[src/hdl/quorum_representative_select_unit_defines.svh]
`ifndef QUORUM_REPRESENTATIVE_SELECT_UNIT_DEFINES_SVH
`define QUORUM_REPRESENTATIVE_SELECT_UNIT_DEFINES_SVH

// same-cycle implication, checked at every rising edge outside reset
`define QRS_ASSERT_NOW(label, clk, rst_n, ante, cons, msg) \
  label: assert property (@(posedge clk) disable iff (!rst_n) (ante) |-> (cons)) \
    else $error(msg);

// next-cycle implication
`define QRS_ASSERT_NEXT(label, clk, rst_n, ante, cons, msg) \
  label: assert property (@(posedge clk) disable iff (!rst_n) (ante) |=> (cons)) \
    else $error(msg);

`endif

[src/hdl/qrs_pkg.sv]
package qrs_pkg;

  localparam int unsigned MAX_NODES   = 32;
  localparam int unsigned STATE_W     = 3;
  localparam int unsigned UUID_W      = 64;
  localparam int unsigned SEQ_W       = 64;
  localparam int unsigned PROTO_W     = 7;
  localparam int unsigned PROTO_OUT_W = 8;
  localparam int unsigned PADDR_W     = 3;
  localparam int unsigned PDATA_W     = 32;

  localparam logic [STATE_W-1:0]   ELIG_MIN_RESET   = 3'd3;
  localparam logic [PADDR_W-3:0]   REG_IDX_ELIG_MIN = 1'b0;

  typedef enum logic [1:0] {
    OUTCOME_PRIMARY  = 2'd0,
    OUTCOME_NO_NODE  = 2'd1,
    OUTCOME_CONFLICT = 2'd2,
    OUTCOME_OVERFLOW = 2'd3
  } outcome_e;

  typedef enum logic [2:0] {
    ST_LOAD,
    ST_DECIDE,
    ST_WALK,
    ST_TAIL,
    ST_DONE
  } state_e;

  typedef struct packed {
    logic accept;
    logic walk_init;
    logic walk_rd;
    logic finish;
  } cmd_t;

  typedef struct packed {
    logic primary;
    logic walk_last;
    logic out_free;
  } sts_t;

endpackage

[src/hdl/qrs_ctrl.sv]
module qrs_ctrl (
  input  logic            clk_i,
  input  logic            rst_ni,
  input  logic            in_valid_i,
  input  logic            in_last_i,
  output logic            in_ready_o,
  output qrs_pkg::cmd_t   cmd_o,
  input  qrs_pkg::sts_t   sts_i
);

  qrs_pkg::state_e state_q, state_d;

  always_comb begin
    state_d = state_q;
    case (state_q)
      qrs_pkg::ST_LOAD: begin
        if (in_valid_i && in_last_i) state_d = qrs_pkg::ST_DECIDE;
      end
      qrs_pkg::ST_DECIDE: begin
        state_d = sts_i.primary ? qrs_pkg::ST_WALK : qrs_pkg::ST_DONE;
      end
      qrs_pkg::ST_WALK: begin
        if (sts_i.walk_last) state_d = qrs_pkg::ST_TAIL;
      end
      qrs_pkg::ST_TAIL: begin
        state_d = qrs_pkg::ST_DONE;
      end
      qrs_pkg::ST_DONE: begin
        if (sts_i.out_free) state_d = qrs_pkg::ST_LOAD;
      end
      default: begin
        state_d = qrs_pkg::ST_LOAD;
      end
    endcase
  end

  always_comb begin
    in_ready_o      = (state_q == qrs_pkg::ST_LOAD);
    cmd_o.accept    = (state_q == qrs_pkg::ST_LOAD) && in_valid_i;
    cmd_o.walk_init = (state_q == qrs_pkg::ST_DECIDE) && sts_i.primary;
    cmd_o.walk_rd   = (state_q == qrs_pkg::ST_WALK);
    cmd_o.finish    = (state_q == qrs_pkg::ST_DONE) && sts_i.out_free;
  end

  always_ff @(posedge clk_i or negedge rst_ni) begin
    if (!rst_ni) begin
      state_q <= qrs_pkg::ST_LOAD;
    end else begin
      state_q <= state_d;
    end
  end

endmodule

[src/hdl/qrs_dp.sv]
`include "quorum_representative_select_unit_defines.svh"

module qrs_dp #(
  parameter int unsigned MaxNodes = qrs_pkg::MAX_NODES
) (
  input  logic                                    clk_i,
  input  logic                                    rst_ni,
  input  qrs_pkg::cmd_t                           cmd_i,
  output qrs_pkg::sts_t                           sts_o,
  input  logic [qrs_pkg::STATE_W-1:0]             elig_min_i,
  input  logic [qrs_pkg::STATE_W-1:0]             node_state_i,
  input  logic [qrs_pkg::UUID_W-1:0]              uuid_high_i,
  input  logic [qrs_pkg::UUID_W-1:0]              uuid_low_i,
  input  logic signed [qrs_pkg::SEQ_W-1:0]        act_i,
  input  logic signed [qrs_pkg::SEQ_W-1:0]        conf_i,
  input  logic [qrs_pkg::PROTO_W-1:0]             proto_low_i,
  input  logic [qrs_pkg::PROTO_W-1:0]             proto_high_i,
  input  logic                                    out_ready_i,
  output logic                                    out_valid_o,
  output logic [1:0]                              outcome_o,
  output logic                                    primary_o,
  output logic [qrs_pkg::UUID_W-1:0]              quorum_uuid_high_o,
  output logic [qrs_pkg::UUID_W-1:0]              quorum_uuid_low_o,
  output logic signed [qrs_pkg::SEQ_W-1:0]        act_id_o,
  output logic signed [qrs_pkg::SEQ_W-1:0]        conf_id_o,
  output logic signed [qrs_pkg::PROTO_OUT_W-1:0]  proto_o
);

  localparam int unsigned AW = $clog2(MaxNodes);
  localparam int unsigned CW = $clog2(MaxNodes + 1);

  // set state
  logic [CW-1:0] count_q, count_d;
  logic          found_q, found_d;
  logic          conflict_q, conflict_d;
  logic          ovf_q, ovf_d;
  logic [qrs_pkg::UUID_W-1:0]       rep_uh_q, rep_uh_d, rep_ul_q, rep_ul_d;
  logic signed [qrs_pkg::SEQ_W-1:0] rep_act_q, rep_act_d, rep_conf_q, rep_conf_d;
  logic [qrs_pkg::PROTO_W-1:0]      rep_plo_q, rep_plo_d, rep_phi_q, rep_phi_d;

  // protocol walk
  logic [qrs_pkg::PROTO_W-1:0] proto_mem_q [MaxNodes];
  logic [qrs_pkg::PROTO_W-1:0] rd_data_q;
  logic [AW-1:0]               rd_addr_q, rd_addr_d;
  logic                        rd_vld_q, rd_vld_d;
  logic [qrs_pkg::PROTO_W-1:0] best_q, best_d;
  logic                        wr_en;

  // output word
  logic                                   out_valid_q, out_valid_d;
  qrs_pkg::outcome_e                      outcome_q, outcome_d, outcome_cur;
  logic                                   primary_q, primary_d;
  logic [qrs_pkg::UUID_W-1:0]             o_uh_q, o_uh_d, o_ul_q, o_ul_d;
  logic signed [qrs_pkg::SEQ_W-1:0]       o_act_q, o_act_d, o_conf_q, o_conf_d;
  logic signed [qrs_pkg::PROTO_OUT_W-1:0] o_proto_q, o_proto_d;

  logic full, eligible, better, same_uuid, out_free;

  assign full      = (count_q == CW'(MaxNodes));
  assign eligible  = (node_state_i >= elig_min_i);
  assign same_uuid = (uuid_high_i == rep_uh_q) && (uuid_low_i == rep_ul_q);
  assign better    = (rep_act_q < act_i) || ((rep_act_q == act_i) && (rep_conf_q < conf_i));
  assign out_free  = !out_valid_q || out_ready_i;

  always_comb begin
    if (ovf_q) outcome_cur = qrs_pkg::OUTCOME_OVERFLOW;
    else if (!found_q) outcome_cur = qrs_pkg::OUTCOME_NO_NODE;
    else if (conflict_q) outcome_cur = qrs_pkg::OUTCOME_CONFLICT;
    else outcome_cur = qrs_pkg::OUTCOME_PRIMARY;
  end

  assign sts_o.primary   = (outcome_cur == qrs_pkg::OUTCOME_PRIMARY);
  assign sts_o.walk_last = (CW'(rd_addr_q) == count_q - CW'(1));
  assign sts_o.out_free  = out_free;

  always_comb begin
    count_d    = count_q;
    found_d    = found_q;
    conflict_d = conflict_q;
    ovf_d      = ovf_q;
    rep_uh_d   = rep_uh_q;
    rep_ul_d   = rep_ul_q;
    rep_act_d  = rep_act_q;
    rep_conf_d = rep_conf_q;
    rep_plo_d  = rep_plo_q;
    rep_phi_d  = rep_phi_q;
    wr_en      = 1'b0;
    if (cmd_i.accept) begin
      if (full) begin
        ovf_d = 1'b1;
      end else begin
        wr_en   = 1'b1;
        count_d = count_q + CW'(1);
        if (eligible) begin
          if (!found_q) begin
            found_d    = 1'b1;
            rep_uh_d   = uuid_high_i;
            rep_ul_d   = uuid_low_i;
            rep_act_d  = act_i;
            rep_conf_d = conf_i;
            rep_plo_d  = proto_low_i;
            rep_phi_d  = proto_high_i;
          end else if (!conflict_q) begin
            if (!same_uuid) begin
              conflict_d = 1'b1;
            end else if (better) begin
              rep_act_d  = act_i;
              rep_conf_d = conf_i;
              rep_plo_d  = proto_low_i;
              rep_phi_d  = proto_high_i;
            end
          end
        end
      end
    end
    if (cmd_i.finish) begin
      count_d    = '0;
      found_d    = 1'b0;
      conflict_d = 1'b0;
      ovf_d      = 1'b0;
    end
  end

  always_comb begin
    rd_addr_d = rd_addr_q;
    rd_vld_d  = cmd_i.walk_rd;
    best_d    = best_q;
    if (cmd_i.walk_init) begin
      rd_addr_d = '0;
      best_d    = rep_phi_q;
    end else if (cmd_i.walk_rd) begin
      rd_addr_d = rd_addr_q + AW'(1);
    end
    // keep the smallest stored maximum in [rep low, current best)
    if (rd_vld_q && (rd_data_q < best_q) && (rd_data_q >= rep_plo_q)) begin
      best_d = rd_data_q;
    end
  end

  always_comb begin
    out_valid_d = out_valid_q;
    outcome_d   = outcome_q;
    primary_d   = primary_q;
    o_uh_d      = o_uh_q;
    o_ul_d      = o_ul_q;
    o_act_d     = o_act_q;
    o_conf_d    = o_conf_q;
    o_proto_d   = o_proto_q;
    if (cmd_i.finish) begin
      out_valid_d = 1'b1;
      outcome_d   = outcome_cur;
      if (outcome_cur == qrs_pkg::OUTCOME_PRIMARY) begin
        primary_d = 1'b1;
        o_uh_d    = rep_uh_q;
        o_ul_d    = rep_ul_q;
        o_act_d   = rep_act_q;
        o_conf_d  = rep_conf_q;
        o_proto_d = {1'b0, best_q};
      end else begin
        primary_d = 1'b0;
        o_uh_d    = '0;
        o_ul_d    = '0;
        o_act_d   = '1;
        o_conf_d  = '1;
        o_proto_d = '1;
      end
    end else if (out_ready_i) begin
      out_valid_d = 1'b0;
    end
  end

  always_ff @(posedge clk_i or negedge rst_ni) begin
    if (!rst_ni) begin
      count_q     <= '0;
      found_q     <= 1'b0;
      conflict_q  <= 1'b0;
      ovf_q       <= 1'b0;
      rd_vld_q    <= 1'b0;
      out_valid_q <= 1'b0;
    end else begin
      count_q     <= count_d;
      found_q     <= found_d;
      conflict_q  <= conflict_d;
      ovf_q       <= ovf_d;
      rd_vld_q    <= rd_vld_d;
      out_valid_q <= out_valid_d;
    end
  end

  always_ff @(posedge clk_i) begin
    rep_uh_q   <= rep_uh_d;
    rep_ul_q   <= rep_ul_d;
    rep_act_q  <= rep_act_d;
    rep_conf_q <= rep_conf_d;
    rep_plo_q  <= rep_plo_d;
    rep_phi_q  <= rep_phi_d;
    rd_addr_q  <= rd_addr_d;
    best_q     <= best_d;
    outcome_q  <= outcome_d;
    primary_q  <= primary_d;
    o_uh_q     <= o_uh_d;
    o_ul_q     <= o_ul_d;
    o_act_q    <= o_act_d;
    o_conf_q   <= o_conf_d;
    o_proto_q  <= o_proto_d;
  end

  always_ff @(posedge clk_i) begin
    if (wr_en) proto_mem_q[count_q[AW-1:0]] <= proto_high_i;
    if (cmd_i.walk_rd) rd_data_q <= proto_mem_q[rd_addr_q];
  end

  assign out_valid_o        = out_valid_q;
  assign outcome_o          = outcome_q;
  assign primary_o          = primary_q;
  assign quorum_uuid_high_o = o_uh_q;
  assign quorum_uuid_low_o  = o_ul_q;
  assign act_id_o           = o_act_q;
  assign conf_id_o          = o_conf_q;
  assign proto_o            = o_proto_q;

  `QRS_ASSERT_NOW(a_count_range, clk_i, rst_ni, 1'b1, count_q <= CW'(MaxNodes), "node count past limit")
  `QRS_ASSERT_NOW(a_conflict_needs_rep, clk_i, rst_ni, conflict_q, found_q, "conflict without representative")
  `QRS_ASSERT_NOW(a_walk_only_primary, clk_i, rst_ni, cmd_i.walk_rd, sts_o.primary && (count_q != '0), "walk outside primary set")
  `QRS_ASSERT_NEXT(a_finish_clears, clk_i, rst_ni, cmd_i.finish, out_valid_q && (count_q == '0) && !found_q && !ovf_q, "set state not cleared after decision")

endmodule

[src/hdl/quorum_representative_select_unit.sv]
// quorum representative select unit
// input channel: one node record per word (in_valid_i / in_ready_o), last_node_i marks
// the final record of a set; one record is taken per cycle while a set is loading.
// output channel: one decision word per set (out_valid_o / out_ready_i).
// config: apb-style port, eligible_state_min at byte address 0, pready always high.
// after the last word is accepted the controller passes through these states:
//   not primary: DECIDE, then DONE, where the decision word is registered
//   primary: DECIDE, WALK over the N records held in the set, TAIL, then DONE; the walk reads
//   the protocol memory through its single read port, one entry per cycle
// a set of N records is loaded one record at a time before these states;
// in_ready_o stays low from the last word until the decision word is registered.
// the decision sits in an output register, so the next set loads while it waits.
// a stalled receiver holds the decision word; a new decision waits until the
// previous one is taken.
// reset: no set in progress, no decision pending, eligible_state_min = 3; the
// protocol memory is not cleared, only entries of the current set are read.
module quorum_representative_select_unit #(
  parameter int unsigned MaxNodes = qrs_pkg::MAX_NODES
) (
  input  logic                                    clk_i,
  input  logic                                    rst_ni,
  input  logic                                    psel,
  input  logic                                    penable,
  input  logic                                    pwrite,
  input  logic [qrs_pkg::PADDR_W-1:0]             paddr,
  input  logic [qrs_pkg::PDATA_W-1:0]             pwdata,
  output logic [qrs_pkg::PDATA_W-1:0]             prdata,
  output logic                                    pready,
  input  logic                                    in_valid_i,
  output logic                                    in_ready_o,
  input  logic [qrs_pkg::STATE_W-1:0]             node_state_i,
  input  logic [qrs_pkg::UUID_W-1:0]              group_uuid_high_i,
  input  logic [qrs_pkg::UUID_W-1:0]              group_uuid_low_i,
  input  logic signed [qrs_pkg::SEQ_W-1:0]        act_seqno_i,
  input  logic signed [qrs_pkg::SEQ_W-1:0]        conf_seqno_i,
  input  logic [qrs_pkg::PROTO_W-1:0]             proto_low_i,
  input  logic [qrs_pkg::PROTO_W-1:0]             proto_high_i,
  input  logic                                    last_node_i,
  output logic                                    out_valid_o,
  input  logic                                    out_ready_i,
  output logic [1:0]                              outcome_o,
  output logic                                    primary_o,
  output logic [qrs_pkg::UUID_W-1:0]              quorum_uuid_high_o,
  output logic [qrs_pkg::UUID_W-1:0]              quorum_uuid_low_o,
  output logic signed [qrs_pkg::SEQ_W-1:0]        act_id_o,
  output logic signed [qrs_pkg::SEQ_W-1:0]        conf_id_o,
  output logic signed [qrs_pkg::PROTO_OUT_W-1:0]  proto_o
);

  logic [qrs_pkg::STATE_W-1:0] elig_min_q, elig_min_d;
  logic                        reg_hit;
  qrs_pkg::cmd_t               cmd;
  qrs_pkg::sts_t               sts;

  assign pready  = 1'b1;
  assign reg_hit = (paddr[qrs_pkg::PADDR_W-1:2] == qrs_pkg::REG_IDX_ELIG_MIN);
  assign prdata  = reg_hit ? qrs_pkg::PDATA_W'(elig_min_q) : '0;

  always_comb begin
    elig_min_d = elig_min_q;
    if (psel && penable && pwrite && reg_hit) begin
      elig_min_d = pwdata[qrs_pkg::STATE_W-1:0];
    end
  end

  always_ff @(posedge clk_i or negedge rst_ni) begin
    if (!rst_ni) begin
      elig_min_q <= qrs_pkg::ELIG_MIN_RESET;
    end else begin
      elig_min_q <= elig_min_d;
    end
  end

  qrs_ctrl u_ctrl (
    .clk_i      (clk_i),
    .rst_ni     (rst_ni),
    .in_valid_i (in_valid_i),
    .in_last_i  (last_node_i),
    .in_ready_o (in_ready_o),
    .cmd_o      (cmd),
    .sts_i      (sts)
  );

  qrs_dp #(
    .MaxNodes (MaxNodes)
  ) u_dp (
    .clk_i              (clk_i),
    .rst_ni             (rst_ni),
    .cmd_i              (cmd),
    .sts_o              (sts),
    .elig_min_i         (elig_min_q),
    .node_state_i       (node_state_i),
    .uuid_high_i        (group_uuid_high_i),
    .uuid_low_i         (group_uuid_low_i),
    .act_i              (act_seqno_i),
    .conf_i             (conf_seqno_i),
    .proto_low_i        (proto_low_i),
    .proto_high_i       (proto_high_i),
    .out_ready_i        (out_ready_i),
    .out_valid_o        (out_valid_o),
    .outcome_o          (outcome_o),
    .primary_o          (primary_o),
    .quorum_uuid_high_o (quorum_uuid_high_o),
    .quorum_uuid_low_o  (quorum_uuid_low_o),
    .act_id_o           (act_id_o),
    .conf_id_o          (conf_id_o),
    .proto_o            (proto_o)
  );

endmodule
[config.mk]
export PLATFORM = sky130hd
export DESIGN_NAME = quorum_representative_select_unit
export DESIGN_NICKNAME = d
export VERILOG_FILES = /design/src/hdl/qrs_pkg.sv /design/src/hdl/qrs_ctrl.sv /design/src/hdl/qrs_dp.sv /design/src/hdl/quorum_representative_select_unit.sv
export VERILOG_INCLUDE_DIRS = /design/src /design/src/hdl
export SDC_FILE = /design/constraint.sdc
export NUM_CORES = 1
export LEC_CHECK = 0
export BUFFER_PORTS_ARGS = -buffer_cell sky130_fd_sc_hd__buf_2
export CAP_MARGIN = 20
export CORE_ASPECT_RATIO = 0.9
export CORE_UTILIZATION = 40
export CTS_CLUSTER_DIAMETER = 80
export CTS_CLUSTER_SIZE = 28
export DETAILED_ROUTE_END_ITERATION = 8
export GPL_ROUTABILITY_DRIVEN = 0
export HOLD_SLACK_MARGIN = 0.03
export SYNTH_ARGS = -nofsm -noshare
export SYNTH_HDL_FRONTEND = slang
export SYNTH_SLANG_ARGS = --single-unit
[constraint.sdc]
create_clock -name clk_i -period 8.4 [get_ports clk_i]
set_clock_uncertainty 0.1 [all_clocks]
set_input_delay 0.84 -clock clk_i [delete_from_list [all_inputs] [get_ports clk_i]]
set_output_delay 0.84 -clock clk_i [all_outputs]
set_load 0.03 [all_outputs]
# [Word level (Yosys, flattened, before mapping)]
# Memories as Yosys holds them, arrays and structs flattened. A register that Yosys moved wholly into a read port is not among the register bits.
# Index checks and enable logic that the tools add are counted.
# Widths: inputs -> output; s select.
[word_totals] regBits=566 ram_bits=224 in_bits=316 output_inout_bits=302 word_cells=133 mem_count=1
[memory_table] name="u_dp.proto_mem_q" depth=32 word_bits=7 read_ports=1 rd_clocked_by_memory_dff=1 wr=1 line="qrs_dp.sv:42" rtl="logic [qrs_pkg::PROTO_W-1:0] proto_mem_q [MaxNodes];"
[classes] add_sub_neg=3 magnitude_cmp=5 n_eq_ne=16 muxes=52 bitwise_logic=3 reduce_logical=29
[op_table] op="$mux 64" count=8
[op_table] op="$eq 64x64->1" count=3
[op_table] op="$lt 64x64->1" count=2
[op_table] op="$mux 7" count=10
[op_table] op="$mux 1" count=21
[op_table] op="$mux 6" count=3
[op_table] op="$mux 3" count=5
[op_table] op="$pmux 3 s5" count=1
[op_table] op="$reduce_bool 2->1" count=6
[op_table] op="$logic_and 1x1->1" count=11
[op_table] op="$ne 2x2->1 const B" count=5
[op_table] op="$mux 8" count=1
[op_table] op="$reduce_and 4->1" count=2
[op_table] op="$ge 7x7->1" count=1
[op_table] op="$lt 7x7->1" count=1
[op_table] op="$add 6x1->6 const B" count=1
[op_table] op="$eq 3x2->1 const B" count=2
[op_table] op="$eq 5x6->1" count=1
[op_table] op="$eq 6x6->1 const B" count=1
[op_table] op="$mux 2" count=3
[op_table] op="$reduce_and 3->1" count=2
[op_table] op="$reduce_and 6->1" count=1
[op_table] op="$sub 6x1->6 const B" count=1
[op_table] op="$add 5x1->5 const B" count=1
[op_table] op="other kinds (10)" count=15

# [Depth between registers and ports, before layout]
# Gate-level depths: netlist (run 1).
[depth] depth_word=9 mapped_depth=12 depth_no_buf=11

# [Hierarchy]
# From an unflattened synthesis (run 1), not the netlist that was laid out.
[unflattened] cells_unflattened=2081 area_unflattened_um2=33608.5
[by_module_without_submodules] module="qrs_dp" instances=1 cells_per_inst=2019 area_each_um2=33012.9 seq_area_each_um2=23647.7
[by_module_without_submodules] module="quorum_representative_select_unit" instances=1 cells_per_inst=42 area_each_um2=405.4 seq_area_each_um2=77.6
[by_module_without_submodules] module="qrs_ctrl" instances=1 cells_per_inst=20 area_each_um2=190.2 seq_area_each_um2=75.1

# [Least setup slack after synthesis (run 1)]
# No wires, ideal clock.
[synth_timing] kind="in2reg" startpoint="in out_ready_i" endpoint="reg u_dp.count_q[0]" setup_time_ps=130 arrival_time_ps=9193 t_required_ps=8170 setup_slack_ps=-1023 stages=5 n_path_buf=1 cell_sequence="nand2b_1 > and3_1 > clkbuf_1 > nor2_1 > mux2_2"
[synth_lines] item="start: declaration" line="quorum_representative_select_unit.sv:40" rtl="input logic out_ready_i,"
[synth_lines] item="end signal: assignment" line="qrs_dp.sv:181" rtl="count_q <= count_d;"
[synth_lines] item="end: declaration" line="qrs_dp.sv:33" rtl="logic [CW-1:0] count_q, count_d;"

# [Worst setup path in the final report (run 1)]
[layout_timing] startpoint="reg u_ctrl.state_q[2]" endpoint="reg u_dp.rep_ul_q[42] in the netlist's numbering (enable)"
[layout_via] elab_chain_len=3
[layout_lines] item="start: declaration" line="qrs_ctrl.sv:11" rtl="qrs_pkg::state_e state_q, state_d;"
[layout_lines] item="start signal: assignment" line="qrs_ctrl.sv:47" rtl="state_q <= qrs_pkg::ST_LOAD;"
[layout_lines] item="start signal: assignment" line="qrs_ctrl.sv:49" rtl="state_q <= state_d;"
[layout_lines] item="$logic_not 3->1" line="qrs_ctrl.sv:39" rtl="cmd_o.accept = (state_q == qrs_pkg::ST_LOAD) && in_valid_i;"
[layout_lines] item="$logic_and 1x1->1" line="qrs_ctrl.sv:39"
[layout_lines] item="$reduce_and 4->1 (no source line)"
[layout_lines] item="end signal: assignment" line="qrs_dp.sv:192" rtl="rep_ul_q <= rep_ul_d;"
[layout_lines] item="end: declaration" line="qrs_dp.sv:37" rtl="logic [qrs_pkg::UUID_W-1:0] rep_uh_q, rep_uh_d, rep_ul_q, rep_ul_d;"
# No other way between the ends.
# A chain may end at the register's enable or synchronous reset.

==> impl_metrics.tcl, run 1 <==
set metrics [dict create \
    status "finished, final reports clean" \
    crit_type "register to register" \
    numCtsBuffers 41 \
    synth-adder-area-share 0.05536 \
    clkTransAtPathRegs_ns 0.10 \
    crit_chain "nor4b_1, inv_1, a31oi_1, buf_4, o21ai_0, nor2_4, buf_4, buf_4" \
    setup_viol 0 \
    io_pins 618 \
    dieArea_mm2 0.08479 \
    yosys.area_share.simple 0.08622 \
    p_per_area_mw_per_mm2 269.7 \
    cts.sinks 797 \
    grt_max_degree 143 \
    synthDistinctLibCells 58 \
    period_share 0.5422 \
    vias_per_cell 5.034 \
    initial_utilization 0.4044 \
    synth_edf_count 775 \
    crit_top_cell "buf_4" \
    totalPowerFinal_uw 10510 \
    grt_pass1_wl_um 122700 \
    hold_buffers 0 \
    row_count 100 \
    die_x_um 306.8 \
    min_path_type "input port to async pin" \
    p_leak_uw 0.01441 \
    yosysTopAreaCellShare 0.6957 \
    antenna_left 0 \
    synth_area_leaders "edfxtp_1 70%, ha_1 5.5%, mux4_2 4.7%, xor2_1 2.9%, or3_1 2.5%" \
    rsz0062_at_grt "no" \
    critPathTopFamily "buffers and inverters" \
    ctsResizeCount 0 \
    crit_fanout 70 \
    r2r_slack_ns 3.85 \
    grt_usage 0.1937 \
    drt_iter0_markers 1573 \
    h-tree-depth 2 \
    ys.flop_type "edfxtp_1" \
    cp.buffers_inverters 4 \
    async_flop_share 0.02133 \
    synth_xor_area_frac 0.03482 \
    critPathMaxStageDelay_ns 0.79 \
    worst_ep_required_time_ns 8.54 \
    max-cap-violations 0 \
    synth-seq-cells 797 \
    finalNetCount 3088 \
    portBuffers 556 \
    first_global_vias 19240 \
    clkLatencyLatePin_ns 0.63 \
    vias 19150 \
    final_util 0.4709 \
    hpwl_um 59800 \
    peakVddDrop_mv 0.1619 \
    setup-tns-final_ns 0 \
    synth_area_mm2 0.03345 \
    die_h_um 276.3 \
    cp_slowest_cell "buf_4" \
    fin_crit_ns 4.554 \
    drive_above_1_share 0.2796 \
    cts_buffer_depth 3 \
    crit_path_end_kind "register" \
    postSynthAreaPerCell_um2 16.07 \
    crit_path_start_kind "register" \
    synth_top_family_by_area "simple AND/OR/NAND/NOR gates" \
    slew_viol_final 0 \
    cts_tree "built" \
    synthMuxAreaShare 0.05349 \
    routed_wl_um 84140 \
    antenna_found_initial 38 \
    hold_viol 0 \
    drt_first_pass_iters 5 \
    avgRoutedWirePerCell_um 22.12 \
    yosysWarnings 0 \
    synth_compound_area_frac 0.02514 \
    fmax_mhz 219.6 \
    drc_errors 0 \
    post-synth-top-area-cell "edfxtp_1" \
    core_area_mm2 0.08270 \
    grt-ovfl-total 0 \
    syn_inst 2081 \
    syn_to_final_growth_pct 16.43 \
    post_cts_buffers 0 \
    worst_ep_arrival_time_ns 4.69 \
    relSlewSlack 0.2618 \
    cts-root-buf "clkbuf_16" \
    tightest_slew_ns 1.107 \
    ys_seq_area_frac 0.7115 \
]
-- power by group --
group          switching, uW  total (uW)  internal, uW  leakage [uW]
logic                   1800        2760           960       0.00650
clock network           1360        2410          1040      0.000684
registers                293        5340          5040       0.00722
total                   3460       10500          7050        0.0144
-- routing by layer --
| metal | share of wire | up-vias | global-route usage |
|---|---|---|---|
| met5 | 0.0012 | - | 0 |
| met4 | 0.032 | 14 | 0.07974 |
| met3 | 0.059 | 136 | 0.03948 |
| met2 | 0.50 | 548 | 0.3213 |
| met1 | 0.41 | 9618 | 0.2475 |
| li1 | - | 8832 | - |
-- cells in the final DEF, fill, tap and decap left out, drive strengths merged, types with 18 or more instances in the layout --
master | Yosys | layout
a21oi | 55 | 55
mux4 | 70 | 70
nor4 | 32 | 32
diode | 0 | 28
xnor2 | 23 | 23
nor2 | 73 | 73
mux2 | 18 | 18
and2 | 122 | 122
xor2 | 110 | 110
inv | 163 | 172
or3 | 132 | 132
ha | 148 | 148
edfxtp | 775 | 775
buf | 44 | 570
conb | 2 | 30
o21ai | 25 | 25
nand2 | 60 | 60
clkbuf | 54 | 50
nand4 | 39 | 39
-- path summary, 6_finish.rpt --
kind | from | depth (start not counted) | to
worst max-delay path | u_ctrl.state_q[2]$_DFFE_PN0P_ | 8 | u_dp.rep_ul_q[42]$_DFFE_PP_
worst min-delay path | rst_ni | 1 | u_dp.out_valid_o$_DFFE_PN0P_
worst max register to register | u_ctrl.state_q[2]$_DFFE_PN0P_ | 8 | u_dp.rep_ul_q[42]$_DFFE_PP_
worst min register to register | u_dp.rep_conf_q[63]$_DFFE_PP_ | 1 | u_dp.conf_id_o[63]$_SDFFCE_PN1P_
max in group asynchronous | rst_ni | 1 | u_dp.conflict_q$_DFFE_PN0P_
min in group clk_i | act_seqno_i[57] | 1 | u_dp.rep_act_q[57]$_DFFE_PP_
-- per-stage QoR --
stage                     area (um^2)  setup slack, ns  cells  hold WS (ns)
final                           38940            3.846   3804        0.1013
after global routing            38940            3.526   3801        0.1076
after global placement          37390            3.584   3699        0.3902
after detailed placement        37420            3.410   3701        0.4034
after CTS                       38830            3.861   3774       0.07672
after floorplan                 33560           0.4002   2109        0.3793
-- cell type report --
cell class | count | area [um^2]
clock inverter | 23 | 297.8
tap | 1122 | 1404
antenna | 28 | 70.07
timing repair buffer | 570 | 2960
fill | 7253 | 43760
clock buffer | 50 | 1112
multi-input combinational | 1051 | 8676
inverter | 163 | 613.1
sequential | 797 | 23810
-- worst reg2reg max path, stage by stage, from the launching register on --
cell,delay (ns)
dfrtp_1,0.46
nor4b_1,0.68
inv_1,0.14
a31oi_1,0.53
buf_4,0.27
o21ai_0,0.17
nor2_4,0.11
buf_4,0.76
buf_4,0.86
-- cell families (layout without fill, tap and decap cells) --
logic type,count (synthesis),after routing
AO/OA/AOI/OAI,137,137
buffers and inverters,261,806
adder cells (fa/ha/maj),148,148
other,2,58
AND/OR/NAND/NOR,514,514
XOR/XNOR,133,133
multiplexers,89,89
flip-flops,797,797
-- registers in the layout (all words and copies together), names as in the netlist, 8 cells and up --
name and cells:
u_dp.conf_id_o 64, u_dp.act_id_o 64, u_dp.rep_ul_q 64, u_dp.quorum_uuid_high_o 64, u_dp.rep_act_q 64, u_dp.proto_mem_q 224
u_dp.rep_conf_q 64, u_dp.quorum_uuid_low_o 64, u_dp.rep_uh_q 64, u_dp.proto_o 8
-- cells in the mapped netlist (all sizes together) (2+ instances only) --
library cell  count
a21oi            55
a2111oi           5
nand2b            9
a21o             10
inv             163
a22oi             3
and3              2
mux2             18
a22o              3
o21ai            25
nor2b             4
buf              44
and4              2
clkbuf           54
a211oi            7
and2            122
nor3             14
o211ai            3
or2               2
xnor2            23
dfstp             2
a41oi             2
dfxtp             5
nor4             32
nand2            60
or3b              2
mux4             70
nor2             73
nand3            14
edfxtp          775
nand4            39
conb              2
ha              148
o21a              2
xor2            110
dfrtp            15
a31oi             6
nand3b            3
or3             132
o22ai             6
a221oi            3
Note: power is estimated with default switching activity, not from simulation.
==> inputs of run 2 (changes only) <==
==> constraint.sdc (replaced) <==
create_clock -name clk_i -period 4.39 [get_ports clk_i]
set_clock_uncertainty 0.1 [all_clocks]
set_input_delay 0.439 -clock clk_i [delete_from_list [all_inputs] [get_ports clk_i]]
set_output_delay 0.439 -clock clk_i [all_outputs]
set_load 0.03 [all_outputs]
==> impl_metrics.tcl, run 2 (synthesis results as in run 1) <==
set metrics [dict create \
    holdPathStages 3 \
    crit_path_start_kind "input port" \
    ctsResizeCount 0 \
    r2r-start "u_dp.rep_conf_q[51]$_DFFE_PP_" \
    die_x_um 306.8 \
    worst_ep_arrival_time_ns 4.30 \
    hold_viol 0 \
    syn_to_final_growth_pct 25.19 \
    reg2reg_to "u_dp.rep_conf_q[41]$_DFFE_PP_" \
    drc_errors 0 \
    hpwl_um 61840 \
    drt_iter0_markers 1563 \
    relSlewSlack 0.3167 \
    antenna_left 0 \
    grt-ovfl-total 0 \
    worst_r2r_path_depth 11 \
    cts_tree "built" \
    fill_cells 6933 \
    avgRoutedWirePerCell_um 21.45 \
    vias_per_cell 4.995 \
    clkLatencyLatePin_ns 0.62 \
    r2r_slack_ns 0.33 \
    finalNetCount 3366 \
    drt_first_pass_iters 5 \
    cts_buffer_depth 3 \
    rsz0062_at_grt "no" \
    h-tree-depth 2 \
    crit_fanout 68 \
    initial_utilization 0.4044 \
    first_global_vias 20810 \
    clkTransAtPathRegs_ns 0.09 \
    fmax_mhz 242.0 \
    core_area_mm2 0.08270 \
    crit_path_end_kind "register" \
    whs_ns 0.1384 \
    hold_start "out_ready_i" \
    setup-tns-final_ns 0 \
    p_leak_uw 0.01561 \
    largest_reg_flops 224 \
    portBuffers 556 \
    io_pins 618 \
    final_cells 4063 \
    slew_viol_final 0 \
    grt_pass1_wl_um 130000 \
    routed_wl_um 87140 \
    p_per_area_mw_per_mm2 489.0 \
    period_share 0.9414 \
    dieArea_mm2 0.08479 \
    cts-root-buf "clkbuf_16" \
    status "finished, final reports clean" \
    tightest_slew_ns 1.019 \
    die_h_um 276.3 \
    grt_max_degree 98 \
    hold_path_end "u_dp.out_valid_o$_DFFE_PN0P_" \
    row_count 100 \
    numCtsBuffers 42 \
    crit_type "input port to register" \
    setup_viol 0 \
    max-cap-violations 0 \
    antenna_found_initial 9 \
    mostFrequentLayoutCells "775 x edfxtp_1, 556 x buf_2, 267 x dlygate4sd3_1, 157 x inv_1, 143 x ha_1" \
    cts.sinks 797 \
    vias 20290 \
    fin_crit_ns 4.133 \
    min_path_type "input port to register" \
    peakVddDrop_mv 0.3894 \
    worst_ep_required_time_ns 4.56 \
    drive_above_1_share 0.2601 \
    grt_usage 0.2020 \
    dp_cells 3713 \
    final_common_cell "edfxtp_1" \
]
==> run 2: worst max-delay path by stage <==
stage / cells past startpoint / start / slack [ns] / endpoint
4_1_cts: 14 / conf_seqno_i[51] / 0.30 / u_dp.rep_conf_q[48]$_DFFE_PP_
5_1_grt: 14 / conf_seqno_i[51] / 0.19 / u_dp.rep_conf_q[41]$_DFFE_PP_
2_1_floorplan: 11 / conf_seqno_i[63] / -0.46 / u_dp.rep_act_q[0]$_DFFE_PP_
6_report: 14 / conf_seqno_i[51] / 0.26 / u_dp.rep_conf_q[41]$_DFFE_PP_
3_3_place_gp: 13 / conf_seqno_i[51] / 0.33 / u_dp.rep_conf_q[51]$_DFFE_PP_
3_5_place_dp: 13 / conf_seqno_i[51] / 0.21 / u_dp.rep_conf_q[50]$_DFFE_PP_
==> run 2: through the flow <==
step / setup slack, ns / total power, uW / instance area, um^2 / util
global route: 0.1939 / 21370 / 41870 / 0.5062
global placement: 0.3340 / 15600 / 37670 / 0.4555
floorplan: -0.4603 / 13850 / 33650 / -
detailed placement: 0.2057 / 15740 / 37700 / 0.4559
finish: 0.2572 / 20470 / 41870 / 0.5063
CTS: 0.3046 / 20690 / 41850 / 0.5061
==> run 2: critical path, cell delays in order <==
cell	delay (ns)
dlygate4sd3_1	0.55
buf_2	0.14
inv_4	0.04
ha_4	0.26
nand4_1	0.18
nor4_2	0.39
nand3_1	0.20
or3_1	0.44
a2111o_1	0.35
nand3_1	0.11
xor2_1	0.43
a211oi_2	0.18
nor2_4	0.17
buf_12	0.33
==> run 2: power by group <==
part | internal, uW | leakage, uW | switching, uW
sequential | 9630 | 0.00722 | 575
combinational | 2040 | 0.00768 | 3480
clock | 2080 | 0.000708 | 2670
total | 13800 | 0.0156 | 6720
==> run 2: cell type report <==
type	instances	area (um^2)	area share
repair buffers	847	5793	0.1383
inverters	163	623.1	0.01488
flip-flops and latches	797	23810	0.5687
clock buffers	50	1112	0.02656
well taps	1122	1404	0.03353
multi-input cells	1051	8743	0.2088
diodes	8	20.02	0.0004781
clock inverters	25	366.6	0.008755
==> run 2: per-layer routing <==
| metal | GRT usage | share of wire | wire length (um) |
|---|---|---|---|
| met1 | 0.2706 | 0.43 | 37560 |
| met2 | 0.3352 | 0.49 | 42410 |
| met3 | 0.03143 | 0.051 | 4412 |
| met4 | 0.06756 | 0.032 | 2751 |
| met5 | 0 | 0 | 0 |
==> run 2: repair_timing <==
| action | in CTS | in global routing |
|---|---|---|
| hold buffers | 267 | 0 |
| setup buffers | 0 | 0 |
| endpoints found under the hold margin | 283 | 0 |
